`config.mk`:
```
export PLATFORM = sky130hd
export DESIGN_NAME = filtered_error_pid
export DESIGN_NICKNAME = d
export VERILOG_FILES = /design/src/rtl/fepid_pkg.sv /design/src/rtl/fepid_update.sv /design/src/rtl/fepid_mac.sv /design/src/rtl/filtered_error_pid.sv
export SDC_FILE = /design/constraint.sdc
export NUM_CORES = 2
export LEC_CHECK = 0
export BUFFER_PORTS_ARGS = -buffer_cell sky130_fd_sc_hd__buf_2
export CORE_MARGIN = 1
export CORE_UTILIZATION = 45
export CTS_BUF_LIST = sky130_fd_sc_hd__clkbuf_8
export DETAILED_ROUTE_END_ITERATION = 8
export GPL_ROUTABILITY_DRIVEN = 0
export PLACE_DENSITY = 0.71
export SLEW_MARGIN = 10
export SYNTH_ARGS = -nofsm -noshare
export SYNTH_HDL_FRONTEND = slang
export SYNTH_HIERARCHICAL = 1
export SYNTH_SLANG_ARGS = --single-unit
```
`constraint.sdc`:
```
create_clock -name aclk -period 9.9 [get_ports aclk]
set_input_delay 2.475 -clock aclk [delete_from_list [all_inputs] [get_ports aclk]]
set_output_delay 2.475 -clock aclk [all_outputs]
set_load 0.05 [all_outputs]
```
`src/rtl/fepid_pkg.sv`:
```
// shared types and constants for the filtered-error pid controller
`timescale 1ns / 1ps

package fepid_pkg;

    // field and datapath widths
    localparam int ERR_W       = 16;
    localparam int GAIN_W      = 16;
    localparam int LIMIT_W     = 15;
    localparam int INTEG_W     = 26;
    localparam int DIFF_W      = 17;
    localparam int DRIVE_W     = 32;
    localparam int PROD_P_W    = 32;
    localparam int PROD_I_W    = 42;
    localparam int PROD_D_W    = 33;
    localparam int ACC_W       = 43;
    localparam int CFG_IDX_W   = 2;
    localparam int CFG_DATA_W  = 16;

    // fixed-point scaling
    localparam int FRAC_SHIFT  = 12;
    localparam int LIMIT_SHIFT = 8;

    // register reset values
    localparam logic signed [GAIN_W-1:0] GAIN_P_RST = 16'sd2048;
    localparam logic signed [GAIN_W-1:0] GAIN_I_RST = 16'sd410;
    localparam logic signed [GAIN_W-1:0] GAIN_D_RST = 16'sd410;
    localparam logic [LIMIT_W-1:0]       LIMIT_RST  = 15'd500;

    // configuration register indexes
    typedef enum logic [CFG_IDX_W-1:0] {
        CFG_GAIN_P = 2'd0,
        CFG_GAIN_I = 2'd1,
        CFG_GAIN_D = 2'd2,
        CFG_LIMIT  = 2'd3
    } cfg_index_t;

    // loop gains handed to the multiply stage
    typedef struct packed {
        logic signed [GAIN_W-1:0] p;
        logic signed [GAIN_W-1:0] i;
        logic signed [GAIN_W-1:0] d;
    } gains_t;

    // terms produced by the state update for one request
    typedef struct packed {
        logic signed [ERR_W-1:0]   err;
        logic signed [INTEG_W-1:0] integ;
        logic signed [DIFF_W-1:0]  diff;
    } upd_data_t;

endpackage

```
`src/rtl/fepid_update.sv`:
```
// filter and integral state update, one request per cycle while load is high
`timescale 1ns / 1ps

module fepid_update import fepid_pkg::*; (
    input  logic                     aclk,
    input  logic                     aresetn,
    input  logic                     load,
    input  logic signed [ERR_W-1:0]  error_sample,
    input  logic [LIMIT_W-1:0]       limit,
    output upd_data_t                data_out
);

    logic signed [ERR_W-1:0]   prev_filt_reg, prev_filt_next;
    logic signed [INTEG_W-1:0] integral_reg, integral_next;
    upd_data_t                 data_reg;

    logic signed [ERR_W:0]     pair_sum;
    logic signed [ERR_W-1:0]   filt;
    logic signed [DIFF_W-1:0]  diff;
    logic signed [INTEG_W-1:0] integ_base;
    logic signed [INTEG_W-1:0] integ_sum;
    logic signed [INTEG_W-1:0] bound;
    logic                      out_of_band;

    // floored average, integral add (restarted on a zero error) and band check
    always_comb begin
        pair_sum    = {error_sample[ERR_W-1], error_sample}
                    + {prev_filt_reg[ERR_W-1], prev_filt_reg};
        filt        = pair_sum[ERR_W:1];
        diff        = {filt[ERR_W-1], filt} - {prev_filt_reg[ERR_W-1], prev_filt_reg};
        integ_base  = (error_sample == '0) ? '0 : integral_reg;
        integ_sum   = integ_base + INTEG_W'(filt);
        bound       = $signed({{(INTEG_W-LIMIT_W-LIMIT_SHIFT){1'b0}}, limit,
                               {LIMIT_SHIFT{1'b0}}});
        out_of_band = (integ_sum > bound) || (integ_sum < -bound);
        integral_next  = out_of_band ? '0 : integ_sum;
        prev_filt_next = filt;
    end

    // loop state
    always_ff @(posedge aclk) begin
        if (!aresetn) begin
            prev_filt_reg <= '0;
            integral_reg  <= '0;
        end else if (load) begin
            prev_filt_reg <= prev_filt_next;
            integral_reg  <= integral_next;
        end
    end

    // terms for the multiply stage
    always_ff @(posedge aclk) begin
        if (load) begin
            data_reg.err   <= error_sample;
            data_reg.integ <= integral_next;
            data_reg.diff  <= diff;
        end
    end

    assign data_out = data_reg;

endmodule

```
`src/rtl/fepid_mac.sv`:
```
// gain multiplies, sum and scaling back to q24.8
`timescale 1ns / 1ps

module fepid_mac import fepid_pkg::*; (
    input  logic                      aclk,
    input  logic                      load_prod,
    input  logic                      load_out,
    input  upd_data_t                 data_in,
    input  gains_t                    gains,
    output logic signed [DRIVE_W-1:0] drive
);

    logic signed [PROD_P_W-1:0] prod_p_reg;
    logic signed [PROD_I_W-1:0] prod_i_reg;
    logic signed [PROD_D_W-1:0] prod_d_reg;
    logic signed [DRIVE_W-1:0]  drive_reg, drive_next;

    logic signed [ACC_W-1:0]    acc;
    logic signed [ACC_W-1:0]    acc_shift;

    // three products, registered
    always_ff @(posedge aclk) begin
        if (load_prod) begin
            prod_p_reg <= data_in.err * gains.p;
            prod_i_reg <= data_in.integ * gains.i;
            prod_d_reg <= data_in.diff * gains.d;
        end
    end

    // sum and floor shift; |acc| < 2^40 so the shifted value always fits in
    // 32 bits and the truncation to drive loses nothing
    always_comb begin
        acc        = ACC_W'(prod_p_reg) + ACC_W'(prod_i_reg) + ACC_W'(prod_d_reg);
        acc_shift  = acc >>> FRAC_SHIFT;
        drive_next = DRIVE_W'(acc_shift);
    end

    always_ff @(posedge aclk) begin
        if (load_out) begin
            drive_reg <= drive_next;
        end
    end

    assign drive = drive_reg;

endmodule

```
`src/rtl/filtered_error_pid.sv`:
```
// top level of the filtered-error positional pid controller
`timescale 1ns / 1ps

// Positional PID step on a Q8.8 line-sensor error, with Q4.12 gains.
// s_tdata carries one error sample per request; m_tdata returns one Q24.8
// drive value per request, in the same order.
// The cfg channel writes gain_p (0), gain_i (1), gain_d (2) and
// integral_limit (3); cfg_ready is always high, other indexes cannot occur.
// Write registers only while no request is in flight.
// Without a stall, a request passes the update, product and output registers
// in order, and m_tvalid rises when the output register is loaded.
// Throughput: one request per cycle while m_tready is high; the filter and
// integral feedback is two adds and a band compare closed around the state
// registers; the gain multiplies and sum sit in two further registered stages.
// Reset (aresetn low, synchronous) clears the filter and integral state to
// zero, loads the default gains and limit, and empties the pipeline.
// When m_tready is low, each stage holds once its successor is full; empty
// stages keep filling, so s_tready falls only when all three stages are full.

module filtered_error_pid import fepid_pkg::*; (
    input  logic                   aclk,
    input  logic                   aresetn,
    // input stream
    input  logic                   s_tvalid,
    output logic                   s_tready,
    input  logic [ERR_W-1:0]       s_tdata,     // [15:0] error_sample
    // result stream
    output logic                   m_tvalid,
    input  logic                   m_tready,
    output logic [DRIVE_W-1:0]     m_tdata,     // [31:0] drive
    // configuration writes
    input  logic                   cfg_valid,
    output logic                   cfg_ready,
    input  logic [CFG_IDX_W-1:0]   cfg_index,
    input  logic [CFG_DATA_W-1:0]  cfg_data
);

    gains_t                 gains_reg;
    logic [LIMIT_W-1:0]     limit_reg;

    logic                   upd_valid_reg, upd_valid_next;
    logic                   prod_valid_reg, prod_valid_next;
    logic                   out_valid_reg, out_valid_next;
    logic                   adv_upd, adv_prod, adv_out;
    logic                   s_accept;

    upd_data_t              upd_data;
    logic signed [DRIVE_W-1:0] drive;

    // configuration registers
    assign cfg_ready = 1'b1;

    always_ff @(posedge aclk) begin
        if (!aresetn) begin
            gains_reg.p <= GAIN_P_RST;
            gains_reg.i <= GAIN_I_RST;
            gains_reg.d <= GAIN_D_RST;
            limit_reg   <= LIMIT_RST;
        end else if (cfg_valid) begin
            case (cfg_index_t'(cfg_index))
                CFG_GAIN_P: gains_reg.p <= cfg_data;
                CFG_GAIN_I: gains_reg.i <= cfg_data;
                CFG_GAIN_D: gains_reg.d <= cfg_data;
                CFG_LIMIT:  limit_reg   <= cfg_data[LIMIT_W-1:0];
                default: ;
            endcase
        end
    end

    // stage advance: a stage moves when its successor is empty or moving
    always_comb begin
        adv_out  = !out_valid_reg || m_tready;
        adv_prod = !prod_valid_reg || adv_out;
        adv_upd  = !upd_valid_reg || adv_prod;
        s_tready = adv_upd;
        s_accept = s_tvalid && adv_upd;

        upd_valid_next  = adv_upd  ? s_tvalid       : upd_valid_reg;
        prod_valid_next = adv_prod ? upd_valid_reg  : prod_valid_reg;
        out_valid_next  = adv_out  ? prod_valid_reg : out_valid_reg;
    end

    always_ff @(posedge aclk) begin
        if (!aresetn) begin
            upd_valid_reg  <= 1'b0;
            prod_valid_reg <= 1'b0;
            out_valid_reg  <= 1'b0;
        end else begin
            upd_valid_reg  <= upd_valid_next;
            prod_valid_reg <= prod_valid_next;
            out_valid_reg  <= out_valid_next;
        end
    end

    // filter and integral update
    fepid_update u_update (
        .aclk         (aclk),
        .aresetn      (aresetn),
        .load         (s_accept),
        .error_sample ($signed(s_tdata)),
        .limit        (limit_reg),
        .data_out     (upd_data)
    );

    // gain multiplies and output scaling
    fepid_mac u_mac (
        .aclk      (aclk),
        .load_prod (adv_prod && upd_valid_reg),
        .load_out  (adv_out && prod_valid_reg),
        .data_in   (upd_data),
        .gains     (gains_reg),
        .drive     (drive)
    );

    assign m_tvalid = out_valid_reg;
    assign m_tdata  = drive;

    // an empty output register never blocks the input
    a_ready_when_empty: assert property (@(posedge aclk) disable iff (!aresetn)
        !out_valid_reg |-> s_tready)
        else $error("input stalled with empty output register");

    // a request entering an empty pipeline passes the update, product and output registers in order
    a_latency: assert property (@(posedge aclk) disable iff (!aresetn)
        (s_accept && !upd_valid_reg && !prod_valid_reg && !out_valid_reg)
        |=> upd_valid_reg ##1 prod_valid_reg ##1 out_valid_reg)
        else $error("request did not reach output in three cycles");

    // a held product stage keeps its request
    a_prod_hold: assert property (@(posedge aclk) disable iff (!aresetn)
        (prod_valid_reg && !adv_out) |=> prod_valid_reg)
        else $error("product stage lost a request while stalled");

endmodule

```
==> reports/metrics.yaml <==
outcome:
  status: "finished, final reports clean"
placement:
  place_inst: 6960
  io_buffers: 72
  hpwl_um: 109000
  place_ws_ns: 0.195
drt:
  first_iter_violations: 2403
  drc_errors: 0
  ant_nets: 0
  post_drt_via_cell_ratio: 5.37
  wl_per_cell_um: 19.1
  vias: 37925
  first_pass_iters: 9
  wl_um: 135000
grt:
  track_usage_pct: 23.7
  grt_max_degree: 71
  grt_pass1_vias: 40126
  grt_use_met3_pct: 3.91
  antenna_found_initial: 5
  overflow: 0
  met1_usage_pct: 31.2
  grt_most_used_layer: "met2"
  grt_pass1_wl_um: 219000
  met2_usage_pct: 39.3
clocking:
  clk_pin_slew_ns: 0.06
  post_cts_buffers: 0
  numClockSinks: 305
  h-tree-depth: 2
  cts_root_buf: "clkbuf_8"
  cts_tree: "done"
  cts_hold_buffers: 0
  clock_latency_ns: 0.74
  postCtsResizedCells: 0
  cts_buffers: 56
  max-clock-path-buffers: 3
sta:
  finalHoldViolations: 0
  finalSetupTns_ns: 0
  max_freq_ghz: 0.110
  period_minus_slack_ns: 9.12
  finalSetupViolCount: 0
  max_slew_margin_pct: 18.8
  period_share_pct: 92.1
  slew_violations: 0
  rsz0062_at_grt: "false"
  tightest_slew_ns: 1.22
  fin_skew_ns: 0.0847
  layout_setup_ws_ns: 0.781
floorplanning:
  dieArea_sq_mm: 0.118
  die_w_um: 343
  die_h_um: 343
  coreArea_sq_mm: 0.115
  ioPinCount: 74
  start_util_pct: 45.6
  row_count: 124
synth:
  synth_top_cell_by_area: "fa_1"
  synth_area_sq_mm: 0.0524
  synth-seq-area-share_pct: 15.4
  avgSynthCellArea_sq_um: 9.46
  synth_edf_count: 197
  yosysUniqueCellTypes: 104
  synth_fp_nets: 6950
  synth_most_common_cell: "inv_1"
  synth_common_cells: "inv_1 (1171), fa_1 (984), nand2_1 (698), ha_1 (386), and2_1 (384)"
  syn_inst: 5541
  yosys_warnings: 6
  synthArstFlopShare_pct: 0
  synth_ff_type: "edfxtp_1"
  ys_seq_elements: 305
  synthTopCellsByArea: "fa_1 (38%), edfxtp_1 (11%), ha_1 (9.2%), inv_1 (8.4%), nand2_1 (5.0%)"
  synth.top_cell.area_share_pct: 37.6
worst_setup_path:
  critPathBufInv: 3
  cp.required_ns: 10.36
  cp-start-kind: "input pin"
  cp_max_fo: 18
  worstPathArrival_ns: 9.57
  worstSetupPathType: "input pin to flip-flop"
  worstSetupEndpointType: "flip-flop"
  crit_family: "compound AO/OA/AOI/OAI gates"
  slowest_delay_ns: 0.69
  critical_path.slowest_cell: "or4_1"
cells_and_area:
  largest_reg_flops: 59
  drive_above_1_share_pct: 4.56
  nets: 6915
  fin_cells: 7068
  area_growth_pct: 5.69
worst_hold_path:
  hold_class: "flip-flop to flip-flop"
flow_run:
  maxCapViolations: 0
layer usage:
| metal | part of all wire [%] | up-vias |
|---|---|---|
| met5 | 0.0096 | - |
| met4 | 3.9 | 2 |
| met3 | 7.8 | 243 |
| met2 | 47 | 1361 |
| met1 | 41 | 19171 |
| li1 | - | 17148 |
cells by family (layout without fill, tap and decap cells):
family | after synthesis | count (layout) | synth area share (%)
buffers and inverters | 1380 | 1391 | 10.1
AO/OA/AOI/OAI | 587 | 587 | 7.70
adder cells (fa/ha/maj) | 1375 | 1375 | 46.9
AND/OR/NAND/NOR | 1606 | 1606 | 14.9
XOR/XNOR | 213 | 213 | 3.59
flip-flops | 305 | 305 | 15.4
multiplexers | 74 | 74 | 1.42
other | 1 | 5 | 0.00715
area by class of cell:
cell class,instances,area (sq um)
repair buffers,114,691
flip-flops and latches,305,8080
well taps,1512,1890
multi-input cells,3856,39100
clock buffers,62,853
clock inverters,42,402
diodes,4,10.0
fillers,10570,59600
inverters,1173,4400
cell usage in the layout, fill, tap and decap left out, types with 16 or more instances in the layout:
master and n:
a211oi_1 21, a21o_1 64, a21oi_1 149, a31oi_1 22, and2_1 384, and3_1 16, buf_2 71, buf_4 42
clkbuf_8 62, dfxtp_1 108, edfxtp_1 197, fa_1 984, ha_1 386, inv_1 1183, mux2i_1 73, nand2_1 698
nand2b_1 40, nand3_1 103, nand4_1 30, nor2_1 165, nor2b_1 53, nor3_1 48, o211ai_1 22, o21a_1 33
o21ai_0 100, o21bai_1 27, xnor2_1 170, xor2_1 42
final timing paths:
kind                                                       from                              end  slack (ns)  cells past startpoint
worst min register to register       gains_reg[26]$_SDFFE_PN0P_       gains_reg[26]$_SDFFE_PN0P_        0.48                      2
worst max register to register  u_update/data_out[26]$_DFFE_PP_   u_mac/prod_i_reg[38]$_DFFE_PP_        2.27                     20
worst min-delay path                 gains_reg[26]$_SDFFE_PN0P_       gains_reg[26]$_SDFFE_PN0P_        0.48                      2
worst max-delay path                                 s_tdata[2]  u_update/data_out[23]$_DFFE_PP_        0.78                     26
stage by stage:
step           cell area [sq um]  util, %  hold slack, ns
2_1_floorplan              52400        -           0.434
5_1_grt                    55400     48.2           0.508
3_5_place_dp               54100     47.1           0.468
6_report                   55400     48.2           0.475
3_3_place_gp               54100     47.1           0.447
4_1_cts                    55400     48.2           0.476
tightest hold or removal path, cell delays in order (launching register included):
cell and delay (ns):
dfxtp_1 0.31, nand2_1 0.05, mux2i_1 0.06
Power is left out: the tool's default activity adds up to more than one toggle a clock period on the data nets, which glitch-free logic cannot reach.
